File: config.mk
export PLATFORM = sky130hd
export DESIGN_NAME = bldc_hall_commutation
export DESIGN_NICKNAME = d
export VERILOG_FILES = /design/src/sv/bhc_pkg.sv /design/src/sv/bldc_hall_commutation.sv
export SDC_FILE = /design/constraint.sdc
export NUM_CORES = 1
export LEC_CHECK = 0
export BUFFER_PORTS_ARGS = -buffer_cell sky130_fd_sc_hd__buf_2
export CORE_MARGIN = 8
export CORE_UTILIZATION = 58
export CTS_BUF_LIST = sky130_fd_sc_hd__clkbuf_8 sky130_fd_sc_hd__clkbuf_16
export CTS_CLUSTER_SIZE = 10
export DETAILED_ROUTE_END_ITERATION = 10
export GPL_ROUTABILITY_DRIVEN = 0
export PLACE_DENSITY = 0.85
export REMOVE_ABC_BUFFERS = 1
export SLEW_MARGIN = 20
export SYNTH_ARGS = -nofsm -noshare
export SYNTH_HDL_FRONTEND = slang
export SYNTH_SLANG_ARGS = --single-unit
File: constraint.sdc
create_clock -name clock -period 5.45 [get_ports clock]
set_input_delay 0.545 -clock clock [delete_from_list [all_inputs] [get_ports clock]]
set_output_delay 0.545 -clock clock [all_outputs]
set_load 0.05 [all_outputs]
File: src/sv/bhc_pkg.sv
// ----------------------------------------------------------------------------
// bhc_pkg
// Shared types, register indexes and commutation tables for the hall sensor
// six-step commutation block.
// ----------------------------------------------------------------------------
package bhc_pkg;

   // sector count and the code used for an invalid or rejected event
   localparam int unsigned SECTORS    = 6;
   localparam logic [2:0]  BAD_SECTOR = 3'd6;

   // compensation constants
   localparam logic [7:0] COMP_MIN_WIDTH = 8'd40;
   localparam logic [7:0] COMP_ADD       = 8'h80;
   localparam logic [7:0] COMP_SAT       = 8'hff;

   // register reset values
   localparam logic [7:0] MIN_INTERVAL_RESET = 8'd40;
   localparam logic [7:0] COMP_THRESH_RESET  = 8'd30;
   localparam logic [7:0] COMP_OFFSET_RESET  = 8'd0;

   // configuration register indexes
   localparam logic [2:0] REG_MIN_INTERVAL = 3'd0;
   localparam logic [2:0] REG_COMP_THRESH  = 3'd1;
   localparam logic [2:0] REG_COMP_OFFSET  = 3'd2;
   localparam logic [2:0] REG_COMP_ENABLE  = 3'd3;
   localparam logic [2:0] REG_BRAKE_ENABLE = 3'd4;

   // drive mode codes
   localparam logic [1:0] MODE_NONE  = 2'd0;
   localparam logic [1:0] MODE_MOTOR = 2'd1;
   localparam logic [1:0] MODE_BRAKE = 2'd2;

   // action codes
   localparam logic ACT_TICK = 1'b0;
   localparam logic ACT_HALL = 1'b1;

   typedef struct packed {
      logic       action;
      logic [2:0] hall_first;
      logic [2:0] hall_second;
      logic       flag_start;
      logic       flag_on;
      logic       flag_brake;
      logic [7:0] avg_current;
      logic [7:0] pwm_width;
      logic [7:0] current_sample;
   } req_type;

   typedef struct packed {
      logic [2:0] sector;
      logic       hall_error;
      logic [1:0] drive_mode;
      logic [7:0] port_b_value;
      logic [7:0] port_d_value;
      logic [2:0] chan_a_enable;
      logic [2:0] chan_b_enable;
      logic       timer_resync;
      logic       comp_active;
      logic [7:0] comp_width;
      logic [7:0] comp_value;
   } rsp_type;

   // 120-degree hall code to sector, codes 0 and 7 are invalid
   function automatic logic [2:0] code_to_sector(input logic [2:0] code);
      logic [2:0] s;
      case (code)
         3'd5:    s = 3'd0;
         3'd4:    s = 3'd1;
         3'd6:    s = 3'd2;
         3'd2:    s = 3'd3;
         3'd3:    s = 3'd4;
         3'd1:    s = 3'd5;
         default: s = BAD_SECTOR;
      endcase
      return s;
   endfunction

   function automatic logic [7:0] port_b_pattern(input logic [2:0] s);
      logic [7:0] v;
      case (s)
         3'd4, 3'd5: v = 8'hfb;
         default:    v = 8'hff;
      endcase
      return v;
   endfunction

   function automatic logic [7:0] port_d_pattern(input logic [2:0] s);
      logic [7:0] v;
      case (s)
         3'd0, 3'd1: v = 8'hf7;
         3'd2, 3'd3: v = 8'hdf;
         default:    v = 8'hff;
      endcase
      return v;
   endfunction

   // motoring: one phase has both compare outputs enabled
   function automatic logic [2:0] motor_enable(input logic [2:0] s);
      logic [2:0] v;
      case (s)
         3'd1, 3'd2: v = 3'b010;
         3'd3, 3'd4: v = 3'b100;
         default:    v = 3'b001;
      endcase
      return v;
   endfunction

   // braking: low-side compare outputs on two phases
   function automatic logic [2:0] brake_enable_bits(input logic [2:0] s);
      logic [2:0] v;
      case (s)
         3'd0, 3'd1: v = 3'b011;
         3'd2, 3'd3: v = 3'b110;
         default:    v = 3'b101;
      endcase
      return v;
   endfunction

endpackage

File: src/sv/bldc_hall_commutation.sv
// ----------------------------------------------------------------------------
// bldc_hall_commutation
// Hall sensor six-step commutation: validates hall change events, maps the
// code to a sector and forms the motoring or braking drive pattern.
// ----------------------------------------------------------------------------
// A hall event's result is registered and appears on rsp_ in the cycle after it is taken.
// Throughput: one item per cycle; the output register stalls the input only
// while it holds a result that rsp_stall keeps waiting.
// PWM ticks update the interval counter and give no result.
// Synchronous reset clears the hall history, the counter, the output valid
// and loads the register defaults.
module bldc_hall_commutation (
   input  logic              clock,
   input  logic              reset,
   input  logic              req_valid,
   output logic              req_stall,
   input  bhc_pkg::req_type  req_data,
   output logic              rsp_valid,
   input  logic              rsp_stall,
   output bhc_pkg::rsp_type  rsp_data,
   input  logic              csr_write,
   input  logic [2:0]        csr_index,
   input  logic [7:0]        csr_data
);

   logic [7:0]  min_interval_ff;
   logic [7:0]  comp_thresh_ff;
   logic [7:0]  comp_offset_ff;
   logic        comp_enable_ff;
   logic        brake_enable_ff;
   logic [2:0]  prev_hall_ff, prev_hall_in;
   logic [15:0] count_ff, count_in;
   logic        rsp_valid_ff, rsp_valid_in;
   bhc_pkg::rsp_type rsp_data_ff, rsp_data_in;

   logic accept, load, ok, run_pure, motoring, braking;
   logic [2:0] sector;

   // output register is free when empty or being drained
   assign load      = !rsp_valid_ff || !rsp_stall;
   assign req_stall = !load;
   assign accept    = req_valid && load;

   // event qualification and sector match
   always_comb begin
      run_pure = req_data.flag_on && !req_data.flag_start && !req_data.flag_brake;
      ok = (req_data.hall_first == req_data.hall_second);
      if (ok && run_pure) begin
         if (req_data.hall_second == prev_hall_ff) begin
            ok = 1'b0;
         end else if (count_ff < {8'd0, min_interval_ff}) begin
            ok = 1'b0;
         end
      end
      sector = ok ? bhc_pkg::code_to_sector(req_data.hall_second) : bhc_pkg::BAD_SECTOR;
      motoring = req_data.flag_start && req_data.flag_on && !req_data.flag_brake;
      braking  = !motoring && brake_enable_ff && req_data.flag_brake;
   end

   // result fields
   always_comb begin
      rsp_data_in = '0;
      rsp_data_in.sector     = sector;
      rsp_data_in.hall_error = (sector == bhc_pkg::BAD_SECTOR);
      if (sector != bhc_pkg::BAD_SECTOR) begin
         if (motoring) begin
            rsp_data_in.drive_mode    = bhc_pkg::MODE_MOTOR;
            rsp_data_in.timer_resync  = 1'b1;
            rsp_data_in.port_b_value  = bhc_pkg::port_b_pattern(sector);
            rsp_data_in.port_d_value  = bhc_pkg::port_d_pattern(sector);
            rsp_data_in.chan_a_enable = bhc_pkg::motor_enable(sector);
            rsp_data_in.chan_b_enable = bhc_pkg::motor_enable(sector);
            if (comp_enable_ff && (req_data.avg_current > comp_thresh_ff) &&
                (req_data.pwm_width > bhc_pkg::COMP_MIN_WIDTH)) begin
               rsp_data_in.comp_active = 1'b1;
               rsp_data_in.comp_width  = (req_data.pwm_width < bhc_pkg::COMP_ADD) ?
                                         req_data.pwm_width + bhc_pkg::COMP_ADD :
                                         bhc_pkg::COMP_SAT;
               rsp_data_in.comp_value  = req_data.current_sample - comp_offset_ff;
            end
         end else if (braking) begin
            rsp_data_in.drive_mode    = bhc_pkg::MODE_BRAKE;
            rsp_data_in.port_b_value  = bhc_pkg::port_b_pattern(sector);
            rsp_data_in.port_d_value  = bhc_pkg::port_d_pattern(sector);
            rsp_data_in.chan_b_enable = bhc_pkg::brake_enable_bits(sector);
         end
      end
   end

   // state next values
   always_comb begin
      prev_hall_in = prev_hall_ff;
      count_in     = count_ff;
      rsp_valid_in = rsp_valid_ff;
      if (load) begin
         rsp_valid_in = accept && (req_data.action == bhc_pkg::ACT_HALL);
      end
      if (accept) begin
         if (req_data.action == bhc_pkg::ACT_TICK) begin
            if (count_ff != 16'hffff) begin
               count_in = count_ff + 16'd1;
            end
         end else begin
            prev_hall_in = req_data.hall_second;
            if (sector != bhc_pkg::BAD_SECTOR) begin
               count_in = '0;
            end
         end
      end
   end

   // control state and configuration registers
   always_ff @(posedge clock) begin
      if (reset) begin
         prev_hall_ff    <= '0;
         count_ff        <= '0;
         rsp_valid_ff    <= 1'b0;
         min_interval_ff <= bhc_pkg::MIN_INTERVAL_RESET;
         comp_thresh_ff  <= bhc_pkg::COMP_THRESH_RESET;
         comp_offset_ff  <= bhc_pkg::COMP_OFFSET_RESET;
         comp_enable_ff  <= 1'b0;
         brake_enable_ff <= 1'b0;
      end else begin
         prev_hall_ff <= prev_hall_in;
         count_ff     <= count_in;
         rsp_valid_ff <= rsp_valid_in;
         if (csr_write) begin
            case (csr_index)
               bhc_pkg::REG_MIN_INTERVAL: min_interval_ff <= csr_data;
               bhc_pkg::REG_COMP_THRESH:  comp_thresh_ff  <= csr_data;
               bhc_pkg::REG_COMP_OFFSET:  comp_offset_ff  <= csr_data;
               bhc_pkg::REG_COMP_ENABLE:  comp_enable_ff  <= csr_data[0];
               bhc_pkg::REG_BRAKE_ENABLE: brake_enable_ff <= csr_data[0];
               default: ;
            endcase
         end
      end
   end

   // result payload register
   always_ff @(posedge clock) begin
      if (load) begin
         rsp_data_ff <= rsp_data_in;
      end
   end

   assign rsp_valid = rsp_valid_ff;
   assign rsp_data  = rsp_data_ff;

endmodule

Yosys cells after proc, flatten, opt, wreduce, memory -nomap -nowiden
Cells that the tools add are included.

Register bits: 92. Input bits: 50. Word-level logic and storage cells: 104.

Mux-type cells: 19. Magnitude comparators: 4. $add $sub $neg: 3. Equal/unequal tests: 21. Reduce and logical (&&, ||, !) cells: 36. Bitwise operators: 1.

Operators by type and width (count): $mux W16 (3); $mux W18 (2); $mux W17 (2); $eq A3 B3 Y1 const B (7); $eq A3 B2 Y1 const B (6); $pmux W3 S6 (1); $add A16 B1 Y16 const B (1); $lt A16 B8 Y1 (1); $ne A16 B16 Y1 const B (1); $reduce_and A2 Y1 (7); $mux W3 (4); $pmux W3 S2 (2); $pmux W6 S2 (1); $reduce_or A2 Y1 (6); $logic_and A1 B1 Y1 (11); $eq A3 B1 Y1 const B (3); $add A8 B8 Y8 const B (1); $gt A8 B6 Y1 const B (1); $gt A8 B8 Y1 (1); $lt A8 B8 Y1 const B (1); $mux W8 (1); $sub A8 B8 Y8 (1); $eq A3 B3 Y1 (2); $logic_not A1 Y1 (6); 8 further kinds (12).

Longest topological paths before layout
Depth after elaboration: 11. Gate-level depth with buffers: 10.

Worst setup path after synthesis
OpenSTA, ideal clock, no wires.

Kind: register to register. From: register rsp_valid_ff (netlist: rsp_valid). To: register count_ff[7]. Library setup time: 0.066 ns. Cell stages (with the launch flop): 8. Path buffers: 1. Data arrival time: 2.585 ns. Setup slack: 2.799 ns. Clock period less this slack: 2.651 ns. Cell sequence: dfxtp_1 nand2_1 nand2_1 nor3_1 a21oi_1 buf_4 or4_4 a21oi_2.

Word-level cells in the longest chain between the ends: 4.

RTL lines: from (decl) (RTL line bldc_hall_commutation.sv:33) `logic rsp_valid_ff, rsp_valid_in;`; from (signal assigned) (RTL line bldc_hall_commutation.sv:126) `rsp_valid_ff <= rsp_valid_in;`; $logic_not A1 Y1 (RTL line bldc_hall_commutation.sv:40) `assign load = !rsp_valid_ff || !rsp_stall;`; $logic_or A1 B1 Y1 (RTL line bldc_hall_commutation.sv:40); $logic_and A1 B1 Y1 (RTL line bldc_hall_commutation.sv:42) `assign accept = req_valid && load;`; $reduce_and A3 Y1 (no line); to (signal assigned) (RTL line bldc_hall_commutation.sv:125) `count_ff <= count_in;`; to (decl) (RTL line bldc_hall_commutation.sv:32) `logic [15:0] count_ff, count_in;`.

Every way passes these cells. A chain may end at the register's enable or synchronous reset.

Final worst setup path
From: register count_ff[2]. To: register rsp_data_ff, in the netlist rsp_data[2], data pin.

Word-level cells in the longest chain between the ends: 7.

RTL lines: $lt A16 B8 Y1 (RTL line bldc_hall_commutation.sv:51) `end else if (count_ff < {8'd0, min_interval_ff}) begin`; $mux W1 (RTL line bldc_hall_commutation.sv:51); $mux W1 (RTL line bldc_hall_commutation.sv:49) `if (req_data.hall_second == prev_hall_ff) begin`; $mux W1 (RTL line bldc_hall_commutation.sv:48) `if (ok && run_pure) begin`; $mux W3 (RTL line bldc_hall_commutation.sv:55) `sector = ok ? bhc_pkg::code_to_sector(req_data.hall_second) : bhc_pkg::BAD_SECTOR;`; $ne A3 B3 Y1 (RTL line bldc_hall_commutation.sv:65) `if (sector != bhc_pkg::BAD_SECTOR) begin`; $reduce_and A3 Y1 (no line); to (signal assigned) (RTL line bldc_hall_commutation.sv:143) `rsp_data_ff <= rsp_data_in;`; to (decl) (RTL line bldc_hall_commutation.sv:34) `bhc_pkg::rsp_type rsp_data_ff, rsp_data_in;`.

Every way passes these cells.

==> summary.md <==
| Metric | Value |
|---|---|
| Run status | finished clean |
| Vias | 3,478 |
| R2r startpoint | count_ff[2] |
| Crit-path slowest cell | a211o_1 |
| CP delay by family, top | compound AO/OA/AOI/OAI gates |
| CP Depth | 7 |
| Clock Latency Late Sink | 350 ps |
| Worst path cell trace | ha_1, a211oi_1, o21ai_0, a221o_1, nand4_1, a211o_1, nor3_1 |
| Residual DRC count | 0 |
| Worst hold slack | 447 ps |
| Terminus of the critical flop-to-flop path | rsp_data[2] |
| CP peak stage delay | 530 ps |
| Pwr dens | 270 nW/µm² |
| Dominant combinational cell family by area after synthesis | simple AND/OR/NAND/NOR gates |
| Detailed-routed wire length on met3 | 780 µm |
| Worst Path Arrival | 2820 ps |
| Detail Route met2 WL | 4400 µm |
| Synth cell types | 50 |
| Clk slew on worst S/H paths | 80 ps |
| Synthesized cell area | 4110 µm² |
| Final Power | 1.28 mW |
| IO buf count | 97 |
| Asr flop ratio synth | 0% |
| Number of CTS-inserted buffers | 9 |
| Global route total overflow | 0 |
| Detailed Route WL | 9390 µm |
| Top Layer Used | met4 |
| DRT Pass-1 Iters | 5 |
| Final period util | 50.4% |
| Die X | 100 µm |
| Die Height | 100 µm |
| MaxCap Viol Count | 0 |
| Mean post-synth cell area | 9.18 µm² |
| WL per Instance | 15.0 µm |
| Post-cts repair resize count | 0 |
| Share of layout cells above drive strength 1 | 23.3% |
| IO Count | 98 |
| Final min period | 2750 ps |
| Core Region | 6830 µm² |
| Final setup viols | 0 |
| Htree depth | 3 |
| Required @ worst endpoint | 5530 ps |
| Multi-input gate area | 1890 µm² |
| Finished layout cell area | 4760 µm² |
| Sequential cell area | 1910 µm² |
| WS Path Type | reg -> reg |
| Worst slew pin tran | 950 ps |
| Placed Area | 4540 µm² |
| Placed Instances | 609 |
| Nets | 598 |
| Post-CTS Setup Bufs | 0 |
| Hold Crit Class | in -> reg |
| Post-synth top flop | dfxtp_1 |
| Post-synthesis mux area share | 2.68% |
| CP startpoint kind | flop |
| Final cell utilization of the core | 69.6% |
| Warnings from Yosys | 0 |
| Routed Antenna Nets | 0 |
| Finished Layout Cells | 625 |
| Antenna Cells | 0 |
| Largest net degree at the start of global routing | 39 |
| Via/cell ratio | 5.56 |
| Global-route wire length before repair | 15,300 µm |
| GRT Overall Usage | 18.7% |
| EDFF count, synth | 33 |
| Starting DRC count in detailed routing | 226 |
| Die ar. | 10,000 µm² |
| Fmax | 0.364 GHz |
| CTS tree | yes |
| Post-Synth Adder-Cell Area | 7.48% |
| PnR worst setup slack | 2700 ps |
| Layout fillers | 532 |
| Pleak | 2.09 nW |
| Maximum fanout along the worst path | 17 |
| Final clock skew | 7.05 ps |
| CTS max path bufs | 2 |
| Worst setup EP type | flop |
| Flop-to-flop setup slack | 2700 ps |
| Mapped Cells | 448 |
| CTS Sinks | 79 |
| Worst Setup EP | rsp_data[2] |
| Simple-Gate Fraction of Synth Area | 20.4% |
| Synth-to-Final Area Change | 15.6% |
| Clock root cell | clkbuf_8 |
| Worst Path Buf+Inv | 0 |
| Met1 wire length | 3980 µm |
| Pins over their slew limit | 0 |
| FF-to-FF path depth | 7 |
| Vias in the first global route | 3,386 |
| Post-synthesis sequential area ratio | 46.5% |
| Peak VDD IR | 0.121 mV |
| Hold-fix buffers at CTS | 0 |
| Synth Register Bits | 79 |
| Max_slew headroom | 36.4% |
| Final Hold Vio Count | 0 |
| Setup TNS | 0 ps |
| Post-Synth XOR/XNOR Area | 1.92% |
| Compound-cell area share of the yosys netlist | 13.4% |
| Initial antenna violation count | 0 |
| Initial Util | 60.2% |
| DP Worst Slack | 2660 ps |
| Num rows | 30 |
| CP Launch Point | count_ff[2] |
| Post-DP HPWL | 6870 µm |
| RSZ-0062 raised after global routing | false |
[kinds of logic (layout without fill, tap and decap cells)]
family | count (synthesis) | count (layout)
fa+ha+maj | 24 | 24
mux | 11 | 11
buf+inv | 66 | 147
flops | 79 | 79
simple gates | 169 | 169
compound gates | 90 | 90
xor+xnor | 9 | 9
[worst min-delay path by stage]
stage	end	depth (start not counted)	slack, ps	start
after global placement	min_interval_ff[7]	2	450	min_interval_ff[7]
after global routing	comp_thresh_ff[2]	2	450	csr_data[2]
after detailed placement	min_interval_ff[2]	2	450	min_interval_ff[2]
after CTS	min_interval_ff[3]	2	440	csr_data[3]
final	min_interval_ff[3]	2	450	csr_data[3]
after floorplan	min_interval_ff[0]	2	430	min_interval_ff[0]
[placed cells by master (no fill, tap or decap), types with 3 or more instances in the layout]
master / count
nor3_1: 8
a211o_1: 7
dfxtp_1: 46
xnor2_1: 7
clkbuf_8: 9
buf_2: 97
a21oi_1: 35
nor2b_1: 6
o21ai_0: 21
a211oi_1: 3
o211ai_1: 4
nand2_1: 25
mux2i_1: 11
nand4_1: 12
nor2_1: 69
nor3b_1: 3
edfxtp_1: 33
ha_1: 23
or3_1: 13
a21o_1: 5
inv_1: 33
nand3_1: 11
nor4_1: 3
[sequential cells by signal (all words and copies together) (netlist names)]
register	count
rsp_data	33
min_interval_ff	8
prev_hall_ff	3
comp_offset_ff	8
brake_enable_ff	1
comp_enable_ff	1
count_ff	16
rsp_valid	1
comp_thresh_ff	8
[layer usage]
layer	GRT usage (%)	vias up
li1	-	1715
met1	21.5	1597
met2	31.8	144
met3	4.50	22
met4	9.19	0
met5	0	-
[synthesized netlist by cell type, types with 2 or more instances]
library cell / number / area share [%]
dfxtp_1: 46 / 22
buf_4: 16 / 2.9
nor3b_1: 3 / 0.55
o21ai_0: 21 / 2.6
a211o_1: 7 / 1.5
buf_2: 6 / 0.73
a21oi_1: 35 / 4.3
o211ai_1: 4 / 0.73
and3b_1: 2 / 0.43
edfxtp_1: 33 / 24
a22oi_1: 2 / 0.36
xor2_1: 2 / 0.43
nand2b_1: 2 / 0.30
xnor2_1: 7 / 1.5
nand3_1: 11 / 1.3
nand2_1: 25 / 2.3
a211oi_1: 3 / 0.55
or2_2: 2 / 0.30
and3_1: 2 / 0.30
nor2_1: 69 / 6.3
or3_1: 13 / 2.0
a21oi_2: 2 / 0.43
ha_1: 23 / 7.0
o31ai_1: 2 / 0.36
mux2i_1: 11 / 2.7
a21o_1: 5 / 0.91
nor4b_1: 2 / 0.43
nor3_1: 8 / 0.97
and2_1: 2 / 0.30
or4_4: 2 / 0.55
nand4_1: 12 / 1.8
o22ai_1: 2 / 0.30
clkbuf_1: 11 / 1.0
inv_1: 32 / 2.9
nor2b_1: 6 / 0.91
nor4_1: 3 / 0.46
[where the power goes]
part           switching [mW]  internal, mW  total (mW)
Sequential            0.00654         0.629       0.636
Combinational           0.127        0.0554       0.183
Clock                   0.211         0.255       0.466
[cell type report]
cell class | instances | area share (%)
timing repair buffer | 99 | 10.5
inverter | 32 | 2.53
clock buffer | 9 | 2.60
multi-input combinational | 303 | 39.8
sequential | 79 | 40.2
clock inverter | 7 | 1.87
tap | 96 | 2.53
[worst reg2reg max path, cell delays in order, from the launching register on]
cell	delay, ps
dfxtp_1	440
ha_1	290
a211oi_1	240
o21ai_0	120
a221o_1	370
nand4_1	330
a211o_1	540
nor3_1	150
Power figures use the tool's default switching activity.
